File: config.mk
export PLATFORM = sky130hd
export DESIGN_NAME = tracker_pattern_row_decoder
export DESIGN_NICKNAME = d
export VERILOG_FILES = /design/src/rtl/trpd_pkg.sv /design/src/rtl/tracker_pattern_row_decoder.sv /design/src/rtl/trpd_classify.sv /design/src/rtl/trpd_core.sv
export SDC_FILE = /design/constraint.sdc
export NUM_CORES = 1
export LEC_CHECK = 0
export ABC_CLOCK_PERIOD_IN_PS = 4900
export BUFFER_PORTS_ARGS = -buffer_cell sky130_fd_sc_hd__buf_4
export CAP_MARGIN = 20
export CORE_UTILIZATION = 55
export DETAILED_ROUTE_END_ITERATION = 12
export PLACE_DENSITY = 0.73
export SYNTH_ARGS = -nofsm -noshare
export SYNTH_HDL_FRONTEND = slang
export SYNTH_SLANG_ARGS = --single-unit
File: constraint.sdc
create_clock -name clk -period 4.9 [get_ports clk]
set_clock_uncertainty 0.2 [all_clocks]
set_input_delay 0.735 -clock clk [delete_from_list [all_inputs] [get_ports clk]]
set_output_delay 0.735 -clock clk [all_outputs]
set_load 0.05 [all_outputs]
File: src/rtl/trpd_pkg.sv
`timescale 1ns / 1ps
`default_nettype none
// ----------------------------------------------------------------------------
// trpd_pkg: shared types and constants
// Command and result codes, byte class boundaries and the result record that
// travels from the decode core to the output register.
// ----------------------------------------------------------------------------
package trpd_pkg;

  localparam int TRPD_MAX_ROWS = 64;
  localparam int TRPD_MIN_ROWS = 1;

  localparam int NUM_CH  = 3;
  localparam int ROW_W   = 7;
  localparam int KIND_W  = 4;

  // byte class boundaries
  localparam logic [7:0] B_NOTE_LAST   = 8'h5f;
  localparam logic [7:0] B_SAMPLE_LAST = 8'h6f;
  localparam logic [7:0] B_ORN_LAST    = 8'h7f;
  localparam logic [7:0] B_REST        = 8'h80;
  localparam logic [7:0] B_EMPTY       = 8'h81;
  localparam logic [7:0] B_ORN_ZERO    = 8'h82;
  localparam logic [7:0] B_ENV_LAST    = 8'h8e;
  localparam logic [7:0] B_PERIOD_BASE = 8'ha1;
  localparam logic [7:0] B_SAMPLE_BASE = 8'h60;
  localparam logic [7:0] B_ORN_BASE    = 8'h70;
  localparam logic [7:0] B_END         = 8'hff;

  typedef enum logic [1:0] {
    CMD_BEGIN = 2'd0,
    CMD_ROW   = 2'd1,
    CMD_DATA  = 2'd2
  } cmd_t;

  typedef enum logic [KIND_W-1:0] {
    K_STARTED    = 4'd0,
    K_ROW        = 4'd1,
    K_NOTE       = 4'd2,
    K_SAMPLE     = 4'd3,
    K_ORNAMENT   = 4'd4,
    K_REST       = 4'd5,
    K_EMPTY      = 4'd6,
    K_ENVWAIT    = 4'd7,
    K_ENVELOPE   = 4'd8,
    K_PERIOD     = 4'd9,
    K_END        = 4'd10,
    K_FULL       = 4'd11,
    K_UNEXPECTED = 4'd12
  } kind_t;

  // class of one ordinary data byte
  typedef struct packed {
    kind_t      kind;
    logic [7:0] value;
    logic       done;
    logic       env_type;
    logic       period_set;
  } byte_class_t;

  typedef struct packed {
    kind_t             kind;
    logic [7:0]        value;
    logic [7:0]        env_period;
    logic              channel_done;
    logic [NUM_CH-1:0] need_mask;
    logic [ROW_W-1:0]  row_number;
    logic [ROW_W-1:0]  pattern_length;
  } result_t;

endpackage
`default_nettype wire

File: src/rtl/tracker_pattern_row_decoder.sv
`timescale 1ns / 1ps
`default_nettype none
// ----------------------------------------------------------------------------
// tracker_pattern_row_decoder: three-channel pattern row decoder
// Decodes begin, row-start and data-byte items into classified row events.
// ----------------------------------------------------------------------------
// usage:
//   input stream (s_axis_*): one transfer per item; tuser carries the command
//   and channel, tdata the raw pattern byte
//   output stream (m_axis_*): exactly one result transfer per input transfer,
//   in order; tuser carries the result kind, tdata the payload fields
// order: the input register captures each item, then the decode step loads
//   the result register from the input register
// throughput: one item per cycle while m_axis_tready stays high; the decode step
//   is a single pass of byte classification plus small counter updates between the two registers
// stalls: while the receiver holds m_axis_tready low the result register
//   holds; the input register still takes one more item, then s_axis_tready
//   drops until the result register frees up
// reset: rst is synchronous, active high; clears both registers' valid flags
//   and all pattern state (no pattern open, periods and counters zero)
// ----------------------------------------------------------------------------
module tracker_pattern_row_decoder #(
  parameter int MAX_ROWS = trpd_pkg::TRPD_MAX_ROWS,
  parameter int MIN_ROWS = trpd_pkg::TRPD_MIN_ROWS
) (
  input  wire logic        clk,
  input  wire logic        rst,
  input  wire logic        s_axis_tvalid,
  output logic             s_axis_tready,
  input  wire logic [7:0]  s_axis_tdata,   // [7:0] data_byte
  input  wire logic [3:0]  s_axis_tuser,   // [1:0] cmd, [3:2] channel
  output logic             m_axis_tvalid,
  input  wire logic        m_axis_tready,
  // [7:0] value, [15:8] envelope_period, [16] channel_done, [19:17] need_mask,
  // [26:20] row_number, [33:27] pattern_length, [39:34] zero
  output logic [39:0]      m_axis_tdata,
  output logic [3:0]       m_axis_tuser    // [3:0] kind
);
  import trpd_pkg::*;

  // input register
  logic       in_valid;
  logic [1:0] in_cmd;
  logic [1:0] in_ch;
  logic [7:0] in_byte;

  // result register
  result_t    res;
  result_t    core_res;

  logic       out_free;
  logic       step;
  logic       in_take;

  assign out_free      = !m_axis_tvalid || m_axis_tready;
  assign step          = in_valid && out_free;
  assign s_axis_tready = !in_valid || out_free;
  assign in_take       = s_axis_tvalid && s_axis_tready;

  always_ff @(posedge clk) begin
    if (rst) begin
      in_valid <= 1'b0;
    end else if (in_take) begin
      in_valid <= 1'b1;
    end else if (step) begin
      in_valid <= 1'b0;
    end
  end

  // payload captured on every input transfer
  always_ff @(posedge clk) begin
    if (in_take) begin
      in_cmd  <= s_axis_tuser[1:0];
      in_ch   <= s_axis_tuser[3:2];
      in_byte <= s_axis_tdata;
    end
  end

  trpd_core #(
    .MAX_ROWS (MAX_ROWS),
    .MIN_ROWS (MIN_ROWS)
  ) u_core (
    .clk       (clk),
    .rst       (rst),
    .step      (step),
    .cmd       (in_cmd),
    .channel   (in_ch),
    .data_byte (in_byte),
    .result    (core_res)
  );

  always_ff @(posedge clk) begin
    if (rst) begin
      m_axis_tvalid <= 1'b0;
    end else if (step) begin
      m_axis_tvalid <= 1'b1;
    end else if (m_axis_tready) begin
      m_axis_tvalid <= 1'b0;
    end
  end

  always_ff @(posedge clk) begin
    if (step) begin
      res <= core_res;
    end
  end

  assign m_axis_tuser = res.kind;
  assign m_axis_tdata = {6'd0, res.pattern_length, res.row_number, res.need_mask,
                         res.channel_done, res.env_period, res.value};

  // an item in the input register moves on whenever the result slot is free
  a_no_loss: assert property (@(posedge clk) disable iff (rst)
    (in_valid && out_free) |=> m_axis_tvalid) else $error("result not loaded");

  // the input register never takes a new item while its old one is stuck
  a_no_overwrite: assert property (@(posedge clk) disable iff (rst)
    (in_valid && !out_free) |-> !s_axis_tready) else $error("input overwrite");

  // an unpaired stall keeps the held item in the input register
  a_hold_item: assert property (@(posedge clk) disable iff (rst)
    (in_valid && !out_free) |=> in_valid) else $error("input item dropped");

endmodule
`default_nettype wire

File: src/rtl/trpd_classify.sv
`timescale 1ns / 1ps
`default_nettype none
// ----------------------------------------------------------------------------
// trpd_classify: data byte classifier
// Maps one ordinary pattern byte to its kind, value and side effects.
// ----------------------------------------------------------------------------
module trpd_classify (
  input  wire logic [7:0]           data_byte,
  output trpd_pkg::byte_class_t     cls
);
  import trpd_pkg::*;

  always_comb begin
    cls = '{kind: K_PERIOD, value: 8'(data_byte - B_PERIOD_BASE), done: 1'b0,
            env_type: 1'b0, period_set: 1'b1};
    if (data_byte <= B_NOTE_LAST) begin
      cls = '{kind: K_NOTE, value: data_byte, done: 1'b1,
              env_type: 1'b0, period_set: 1'b0};
    end else if (data_byte <= B_SAMPLE_LAST) begin
      cls = '{kind: K_SAMPLE, value: 8'(data_byte - B_SAMPLE_BASE), done: 1'b0,
              env_type: 1'b0, period_set: 1'b0};
    end else if (data_byte <= B_ORN_LAST) begin
      cls = '{kind: K_ORNAMENT, value: 8'(data_byte - B_ORN_BASE), done: 1'b0,
              env_type: 1'b0, period_set: 1'b0};
    end else if (data_byte == B_REST) begin
      cls = '{kind: K_REST, value: 8'd0, done: 1'b1,
              env_type: 1'b0, period_set: 1'b0};
    end else if (data_byte == B_EMPTY) begin
      cls = '{kind: K_EMPTY, value: 8'd0, done: 1'b1,
              env_type: 1'b0, period_set: 1'b0};
    end else if (data_byte == B_ORN_ZERO) begin
      cls = '{kind: K_ORNAMENT, value: 8'd0, done: 1'b0,
              env_type: 1'b0, period_set: 1'b0};
    end else if (data_byte <= B_ENV_LAST) begin
      // ornament 0 with an envelope type, period byte follows
      cls = '{kind: K_ENVWAIT, value: 8'(data_byte - B_REST), done: 1'b0,
              env_type: 1'b1, period_set: 1'b0};
    end
  end

endmodule
`default_nettype wire

File: src/rtl/trpd_core.sv
`timescale 1ns / 1ps
`default_nettype none
// ----------------------------------------------------------------------------
// trpd_core: pattern state and single-pass step
// Holds the per-channel periods and counters and the row state, and forms
// the result of one item from the registered input in one pass.
// ----------------------------------------------------------------------------
module trpd_core #(
  parameter int MAX_ROWS = trpd_pkg::TRPD_MAX_ROWS,
  parameter int MIN_ROWS = trpd_pkg::TRPD_MIN_ROWS
) (
  input  wire logic              clk,
  input  wire logic              rst,
  input  wire logic              step,
  input  wire logic [1:0]        cmd,
  input  wire logic [1:0]        channel,
  input  wire logic [7:0]        data_byte,
  output trpd_pkg::result_t      result
);
  import trpd_pkg::*;

  localparam int RCW = $clog2(MAX_ROWS + 1);

  logic [7:0]        skip_period [NUM_CH];
  logic [7:0]        skip_counter [NUM_CH];
  logic [NUM_CH-1:0] pending;
  logic              awaiting;
  logic [3:0]        held_env;
  logic              first_byte;
  logic [RCW-1:0]    row_count;
  logic              pattern_open;

  logic [7:0]        skip_period_next [NUM_CH];
  logic [7:0]        skip_counter_next [NUM_CH];
  logic [NUM_CH-1:0] pending_next;
  logic              awaiting_next;
  logic [3:0]        held_env_next;
  logic              first_byte_next;
  logic [RCW-1:0]    row_count_next;
  logic              pattern_open_next;

  byte_class_t       cls;
  logic [NUM_CH-1:0] ch_hot;
  logic [NUM_CH-1:0] lowest;
  logic              data_ok;
  logic              is_first;
  logic [RCW-1:0]    cur_row;

  trpd_classify u_classify (
    .data_byte (data_byte),
    .cls       (cls)
  );

  always_comb begin
    for (int i = 0; i < NUM_CH; i++) begin
      ch_hot[i] = (channel == 2'(i));
    end
  end

  assign lowest   = pending & NUM_CH'(~pending + NUM_CH'(1));
  assign data_ok  = pattern_open && (ch_hot != '0) && (lowest == ch_hot);
  assign is_first = ch_hot[0] && first_byte;
  assign cur_row  = (row_count != '0) ? row_count - RCW'(1) : '0;

  always_comb begin
    skip_period_next  = skip_period;
    skip_counter_next = skip_counter;
    pending_next      = pending;
    awaiting_next     = awaiting;
    held_env_next     = held_env;
    first_byte_next   = first_byte;
    row_count_next    = row_count;
    pattern_open_next = pattern_open;
    result.kind           = K_UNEXPECTED;
    result.value          = '0;
    result.env_period     = '0;
    result.channel_done   = 1'b0;
    result.pattern_length = '0;

    unique case (cmd)
      CMD_BEGIN: begin
        for (int i = 0; i < NUM_CH; i++) begin
          skip_period_next[i]  = '0;
          skip_counter_next[i] = '0;
        end
        pending_next      = '0;
        awaiting_next     = 1'b0;
        held_env_next     = '0;
        first_byte_next   = 1'b0;
        row_count_next    = '0;
        pattern_open_next = 1'b1;
        result.kind       = K_STARTED;
      end
      CMD_ROW: begin
        if (pattern_open && pending == '0 && !awaiting) begin
          if (32'(row_count) >= 32'(MAX_ROWS)) begin
            pattern_open_next = 1'b0;
            result.kind       = K_FULL;
          end else begin
            row_count_next = row_count + RCW'(1);
            for (int i = 0; i < NUM_CH; i++) begin
              if (skip_counter[i] != '0) begin
                skip_counter_next[i] = skip_counter[i] - 8'd1;
              end else begin
                pending_next[i] = 1'b1;
              end
            end
            first_byte_next = pending_next[0];
            result.kind     = K_ROW;
          end
        end
      end
      CMD_DATA: begin
        if (data_ok) begin
          if (ch_hot[0]) begin
            first_byte_next = 1'b0;
          end
          if (awaiting) begin
            awaiting_next     = 1'b0;
            result.kind       = K_ENVELOPE;
            result.value      = 8'(held_env);
            result.env_period = data_byte;
          end else if (is_first && data_byte == B_END) begin
            pattern_open_next = 1'b0;
            pending_next      = '0;
            result.kind       = K_END;
            result.pattern_length = (32'(cur_row) > 32'(MIN_ROWS)) ?
                                    ROW_W'(cur_row) : ROW_W'(MIN_ROWS);
          end else begin
            result.kind         = cls.kind;
            result.value        = cls.value;
            result.channel_done = cls.done;
            if (cls.env_type) begin
              held_env_next = cls.value[3:0];
              awaiting_next = 1'b1;
            end
            for (int i = 0; i < NUM_CH; i++) begin
              if (ch_hot[i] && cls.period_set) begin
                skip_period_next[i] = cls.value;
              end
              if (ch_hot[i] && cls.done) begin
                pending_next[i]      = 1'b0;
                skip_counter_next[i] = skip_period[i];
              end
            end
          end
        end
      end
      default: begin
        result.kind = K_UNEXPECTED;
      end
    endcase

    result.need_mask  = pending_next;
    result.row_number = (row_count_next != '0) ?
                        ROW_W'(row_count_next - RCW'(1)) : '0;
  end

  always_ff @(posedge clk) begin
    if (rst) begin
      for (int i = 0; i < NUM_CH; i++) begin
        skip_period[i]  <= '0;
        skip_counter[i] <= '0;
      end
      pending      <= '0;
      awaiting     <= 1'b0;
      held_env     <= '0;
      first_byte   <= 1'b0;
      row_count    <= '0;
      pattern_open <= 1'b0;
    end else if (step) begin
      skip_period  <= skip_period_next;
      skip_counter <= skip_counter_next;
      pending      <= pending_next;
      awaiting     <= awaiting_next;
      held_env     <= held_env_next;
      first_byte   <= first_byte_next;
      row_count    <= row_count_next;
      pattern_open <= pattern_open_next;
    end
  end

  // an envelope period can only be owed inside an open pattern
  a_await_open: assert property (@(posedge clk) disable iff (rst)
    awaiting |-> pattern_open) else $error("envelope wait outside pattern");

  // channels owe bytes only inside an open pattern
  a_pending_open: assert property (@(posedge clk) disable iff (rst)
    (pending != '0) |-> pattern_open) else $error("pending channels outside pattern");

  // row counter never runs past the pattern limit
  a_row_limit: assert property (@(posedge clk) disable iff (rst)
    32'(row_count) <= 32'(MAX_ROWS)) else $error("row count beyond limit");

  // the first-byte flag only stands while channel 0 still owes its bytes
  a_first_pending: assert property (@(posedge clk) disable iff (rst)
    first_byte |-> pending[0]) else $error("first byte flag without channel 0");

endmodule
`default_nettype wire
* Word level (Yosys, flattened, before mapping)
Cells that the tools add are included.
** Word-level totals
- Bits of input ports :: 16
- Output and inout port bits :: 46
- Flip-flop bits (word level) :: 117
- Logic and storage cells :: 201
** Cells by class
- Add/sub/neg operators :: 11
- Bitwise operators :: 6
- Muxes and demuxes :: 78
- Equality and inequality tests :: 27
- Reduce and logical (&&, ||, !) cells :: 47
- Magnitude comparators :: 6
** Operators with widths (number)
- 24-bit two-way mux :: 8
- 15-bit two-way mux :: 7
- 8-bit two-way mux :: 11
- 24-bit case mux with 3 select lines :: 1
- 24-bit case mux with 2 select lines :: 1
- 8-bit == test (second input constant) :: 4
- 2-bit by 1-bit != test with 1-bit output (second input constant) :: 15
- 6-bit AND reduction :: 5
- 4-bit two-way mux :: 7
- 9-bit AND reduction :: 3
- 1-bit two-way mux :: 26
- 8-bit by 7-bit <= comparator with 1-bit output (second input constant) :: 3
- 8-bit nonzero test :: 3
- 8-bit by 1-bit subtractor with 8-bit output (second input constant) :: 3
- 21-bit two-way mux :: 1
- 7-bit two-way mux :: 3
- 8-bit by 7-bit subtractor with 8-bit output (second input constant) :: 2
- 8-bit subtractor (second input constant) :: 2
- 3-bit two-way mux :: 5
- 1-bit logical AND :: 14
- 7-bit case mux with 2 select lines :: 1
- 7-bit nonzero test :: 2
- 7-bit by 1-bit subtractor with 7-bit output (second input constant) :: 2
- 12-bit two-way mux :: 1
- 28 further kinds :: 45

* Logic depth before layout (Yosys ltp)
- Depth after elaboration :: 14
- Depth in mapped cells :: 10
- Gate-level depth less buffers :: 10

* Hierarchy
A second synthesis with hierarchy kept.
** Unflattened totals
- Cells, all modules :: 737
- Area, all modules :: 6626.4 µm²
** Modules (own cells, without submodules)
- trpd_core :: instances 1, sequential area each 1301.2 µm², area each 4331.7 µm², cells each 579
- tracker_pattern_row_decoder :: instances 1, sequential area each 1541.5 µm², area each 1654.1 µm², cells each 67
- trpd_classify :: instances 1, sequential area each 0.0 µm², area each 640.6 µm², cells each 91

* Worst setup path before layout
Ideal clock, no wire load.
- Path type :: input to register
- From :: input m_axis_tready
- To :: register res (netlist bit m_axis_tdata[0]), enable pin
- Slack :: 1.934 ns
- Setup time :: 0.417 ns
- Arrival time :: 2.348 ns
- Data required time :: 4.283 ns
- Stages on the path :: 4
- Path buffers :: 1
- Cell sequence :: nand2b_1 nand2_1 inv_1 clkbuf_1
** Between the ends
- Cells in the longest elaborated chain, start to end :: 2
** Ends and longest elaborated chain
- from (decl) :: line tracker_pattern_row_decoder.sv:33 : input wire logic m_axis_tready,
- 1-bit logical OR :: line tracker_pattern_row_decoder.sv:55 : assign out_free = !m_axis_tvalid || m_axis_tready;
- 1-bit logical AND :: line tracker_pattern_row_decoder.sv:56 : assign step = in_valid && out_free;
- named net step :: line tracker_pattern_row_decoder.sv:52 : logic step;
- to (signal assigned) :: line tracker_pattern_row_decoder.sv:104 : res <= core_res;
- to (decl) :: line tracker_pattern_row_decoder.sv:48 : result_t res;
The timed path passes the listed nets, and every way through them passes these cells.
A chain may end at the register's enable or synchronous reset.

* Worst setup path in the final report
- From :: register in_byte[0]
- To :: register u_core.skip_period[23] in the netlist's numbering
** Between the ends
- Cells in the longest elaborated chain, start to end :: 13
- Elaborated cells between the ends (all ways) :: 29
- Those cells by class :: add/sub (4); order compare (4); eq/ne (6); mux (12); reduce/logical (3)
** Ends and longest elaborated chain
- from (decl) :: line tracker_pattern_row_decoder.sv:45 : logic [7:0] in_byte;
- from (signal assigned) :: line tracker_pattern_row_decoder.sv:75 : in_byte <= s_axis_tdata;
- 8-bit subtractor, or another cell as far along :: line trpd_classify.sv:14 : cls = '{kind: K_PERIOD, value: 8'(data_byte - B_PERIOD_BASE), done: 1'b0,
- 15-bit two-way mux :: line trpd_classify.sv:34 : end else if (data_byte <= B_ENV_LAST) begin
- 15-bit two-way mux :: line trpd_classify.sv:31 : end else if (data_byte == B_ORN_ZERO) begin
- 15-bit two-way mux :: line trpd_classify.sv:28 : end else if (data_byte == B_EMPTY) begin
- 15-bit two-way mux :: line trpd_classify.sv:25 : end else if (data_byte == B_REST) begin
- 15-bit two-way mux :: line trpd_classify.sv:22 : end else if (data_byte <= B_ORN_LAST) begin
- 15-bit two-way mux :: line trpd_classify.sv:19 : end else if (data_byte <= B_SAMPLE_LAST) begin
- 15-bit two-way mux :: line trpd_classify.sv:16 : if (data_byte <= B_NOTE_LAST) begin
- 8-bit two-way mux :: line trpd_core.sv:138 : if (ch_hot[i] && cls.period_set) begin
- 24-bit two-way mux :: line trpd_core.sv:123 : end else if (is_first && data_byte == B_END) begin
- 24-bit two-way mux :: line trpd_core.sv:118 : if (awaiting) begin
- 24-bit two-way mux :: line trpd_core.sv:114 : if (data_ok) begin
- 24-bit case mux with 2 select lines :: line trpd_core.sv:80 : unique case (cmd)
- to (signal assigned) :: line trpd_core.sv:172 : skip_period <= skip_period_next;
- to (decl) :: line trpd_core.sv:24 : logic [7:0] skip_period [NUM_CH];
Parallel ways exist; a longest one is shown, timed or not. The select of a mux whose other input is x is not followed.

==> flow_summary.ini <==
[critical_path]
critical_path.cell_chain = inv_1 -> ha_1 -> and4b_1 -> o21ai_2 -> nor3b_4 -> a41oi_4 -> nor2b_4 -> a22o_1
critical_path_depth = 8
rrSetupSlack_ns = 1.88
end_kind = flop
rr_startpoint = in_byte[0]
critical_path_peak_fanout = 9
worstPathBufferInverterCount = 1
regToRegEndpoint = u_core.skip_period[23]
start_kind = flop
worstPathArrival_ns = 3.13
critical-path-max-stage-delay_ns = 0.54
cp-endpoint = u_core.skip_period[23]
reg2reg_depth = 8
timing.critical_path.slowest_stage_cell = sky130_fd_sc_hd__nor3b_4
criticalPathCategory = reg -> reg
setup.worst_path.start = in_byte[0]
critical_path_required_ns = 5.01
cp_top_family = simple AND/OR/NAND/NOR gates

[floorplan]
initial_utilization_pct = 57.58
dieHeight_um = 112.5
die_width_um = 112.5
std_cell_rows = 39
boundaryPins = 62
coreArea_um2 = 11660
design.die.area_um2 = 12660

[sta]
layout_worst_path_cycle_share_pct = 61.70
count_of_final_hold_check_violations = 0
max_clock_freq_ghz = 0.3308
finalWorstSetupSlack_ns = 1.877
final.setup.tns_ns = 0
setup-violations-final = 0
grt_setup_unrepaired = false
slew_viol_final = 0
timing.max_slew.rel_slack_pct = 37.17
tightestPinTransition_ns = 0.9338
final_period_minus_worst_setup_slack_ns = 3.023

[synthesis]
yosys.cell_count.top_type = sky130_fd_sc_hd__dfxtp_1
post-synth-top-area-fraction_pct = 22.36
synth_seq_area_share_pct = 42.33
synth_async_sr_flop_share_pct = 0
yosysWarningCount = 0
synth_edf_count = 50
syn_area_um2 = 6715
synth_largest_area_cell = sky130_fd_sc_hd__edfxtp_1
synth_instances = 714
post_synth_top_cells = sky130_fd_sc_hd__dfxtp_1 (67), sky130_fd_sc_hd__nor2_1 (61), sky130_fd_sc_hd__o21ai_0 (61), sky130_fd_sc_hd__nand2_1 (58), sky130_fd_sc_hd__edfxtp_1 (50)
synth_area_leaders = sky130_fd_sc_hd__edfxtp_1 (22%), sky130_fd_sc_hd__dfxtp_1 (20%), sky130_fd_sc_hd__ha_1 (4.7%)
postSynthRegisterBits = 117
yosysUniqueCellTypes = 87
synthFlopType = sky130_fd_sc_hd__dfxtp_1
syn_avg_cell_area_um2 = 9.405

[route]
routedWlPerCell_um = 18.88
viasPerCell = 6.343
drc_violations = 0
antenna_left = 0
drt_first_pass_iters = 6
vias = 5791
finalWirelength_mm = 17.24
detailedRoute.firstIterationViolations = 644

[power]
leakagePower_nw = 2.912
power_switching_mw = 0.6934
comb_power_share_pct = 12.8
cellInternalPower_mw = 2.005
power.density_nw_per_um2 = 349.4
power.switching_fraction_pct = 25.69
max-vdd-ir-drop_mv = 0.2776
clockPowerShare_pct = 47.1
pwr-share-seq_pct = 40.1

[final_layout]
nFillCells = 965
total_area_of_multi_input_combinational_cells_um2 = 3578
insertedDiodeCount = 0
num-nets-final = 798
final_layout_size_suffix_gt1_share_pct = 15.45
seq_area_um2 = 2843
syn2layout_area_growth_pct = 15.02

[placed_design]
hpwl_mm = 11.94
gp_routability_congestion = 0.9643
place_worst_setup_slack_ns = 1.954
port_buffers = 55

[clocking]
clock_tree.htree_level_count = 4
cts.root.buffer_cell = sky130_fd_sc_hd__clkbuf_16
tritoncts.num_buffers = 17
cts_hold_buf = 0
clk_path_buf_depth = 2
insertion_delay_ns = 0.42
clock_sink_count = 117
post-cts-setup-buffers = 0
postCtsResizedCells = 0
tritoncts_clock_tree = yes
clock_pin_slew_reported_for_the_worst_setup_and_hold_paths_after_clock_tree_synthesis_ns = 0.05

[global_routing]
first_global_vias = 5410
gr-usage-all-layers_pct = 28.24
pin_count_of_the_biggest_net_entering_global_routing = 58
grt_first_pass_wirelength_mm = 27.39
grt_antenna_before_repair = 0
grt_overflow_total = 0

[flow_run]
timing.max_cap.violations = 0

[min_path]
min_from = u_core.held_env[3]
worstHoldPathType = reg -> reg

[status]
run_status = complete, no violations
-- cells by family after synthesis --
kind of cell             count (synthesis)  share of synthesized area, %
AO/OA/AOI/OAI                          204                         21.50
AND/OR/NAND/NOR                        276                         22.86
multiplexers                             6                        0.9316
XOR/XNOR                                23                         3.000
flip-flops                             117                         42.33
adder cells (fa/ha/maj)                 25                         4.658
buffers and inverters                   62                         4.658
other                                    1                       0.05584
-- final cells by class --
| cell class | count | area share [%] |
|---|---|---|
| Multi-Input combinational cell | 540 | 46.33 |
| Sequential cell | 117 | 36.81 |
| Timing Repair Buffer | 59 | 5.735 |
| Clock buffer | 21 | 5.702 |
| Tap cell | 143 | 2.317 |
| Clock inverter | 11 | 2.041 |
| Inverter | 22 | 1.069 |
-- layer usage --
metal / part of all wire [%] / vias up / GRT usage [%] / wire [µm]
met5: 0 / - / 0 / 0
met4: 2.2 / 0 / 12.98 / 371
met3: 6.5 / 32 / 7.721 / 1126
met2: 48 / 239 / 44.60 / 8207
met1: 44 / 2790 / 36.13 / 7530
li1: - / 2730 / - / -
-- cells in the final DEF, fill, tap and decap left out, drive strengths merged, types with 5 or more instances in the layout --
| cell type | synthesis | routed |
|---|---|---|
| a211oi | 9 | 9 |
| a21oi | 37 | 37 |
| a22o | 14 | 14 |
| a22oi | 9 | 9 |
| a31oi | 13 | 13 |
| and2 | 12 | 12 |
| and3 | 5 | 5 |
| buf | 19 | 59 |
| clkbuf | 21 | 21 |
| clkinv | 1 | 7 |
| conb | 1 | 6 |
| dfxtp | 67 | 67 |
| edfxtp | 50 | 50 |
| ha | 25 | 25 |
| inv | 21 | 21 |
| nand2 | 60 | 60 |
| nand2b | 19 | 19 |
| nand3 | 20 | 20 |
| nand3b | 24 | 24 |
| nand4 | 20 | 20 |
| nor2 | 61 | 61 |
| nor2b | 11 | 11 |
| nor3 | 16 | 16 |
| nor4 | 6 | 6 |
| o21ai | 64 | 64 |
| o31ai | 10 | 10 |
| or4 | 5 | 5 |
| xnor2 | 11 | 11 |
| xor2 | 12 | 12 |
-- how the worst min path moves through the flow --
stage	end	slack [ns]	cells after the start
after floorplan	u_core.held_env[0]	0.23	1
after global placement	u_core.held_env[0]	0.25	1
after detailed placement	u_core.held_env[3]	0.26	1
after CTS	u_core.held_env[3]	0.27	1
after global routing	in_byte[5]	0.27	1
final	u_core.held_env[3]	0.27	1
-- per-stage QoR --
| stage | hold WS (ns) | total power, mW | util, % | cells | instance area, µm² |
|---|---|---|---|---|---|
| after floorplan | 0.2322 | 1.357 | - | 719 | 6734 |
| after global placement | 0.2518 | 1.434 | 61.10 | 881 | 7126 |
| after detailed placement | 0.2562 | 1.440 | 61.10 | 881 | 7126 |
| after CTS | 0.2685 | 2.709 | 66.23 | 913 | 7724 |
| after global routing | 0.2739 | 2.775 | 66.23 | 913 | 7724 |
| final | 0.2665 | 2.699 | 66.23 | 913 | 7724 |
-- sequential cells by signal, indices dropped and copies added (netlist names), 2 cells and up --
| name | flops |
|---|---|
| u_core.pending | 3 |
| u_core.skip_counter | 24 |
| u_core.row_count | 7 |
| in_byte | 8 |
| in_cmd | 2 |
| u_core.skip_period | 24 |
| u_core.held_env | 4 |
| m_axis_tuser | 4 |
| in_ch | 2 |
| m_axis_tdata | 34 |
-- power groups by stage --
stage	registers, mW	clock network, mW	logic, mW
finish	1.08	1.27	0.344
detailed placement	1.10	0	0.339
CTS	1.08	1.29	0.341
global placement	1.10	0	0.334
global route	1.09	1.32	0.370
floorplan	1.14	0	0.218
-- worst reg2reg max path, delay by kind of cell, from the launching register on --
kind | cells | cell delay [ns]
buffers and inverters | 1 | 0.18
and+or+nand+nor | 3 | 1.06
DFF | 1 | 0.46
adders and majority gates | 1 | 0.29
AOI/OAI and AO/OA | 3 | 0.71
No activity file was read; power rests on OpenSTA's default activity.
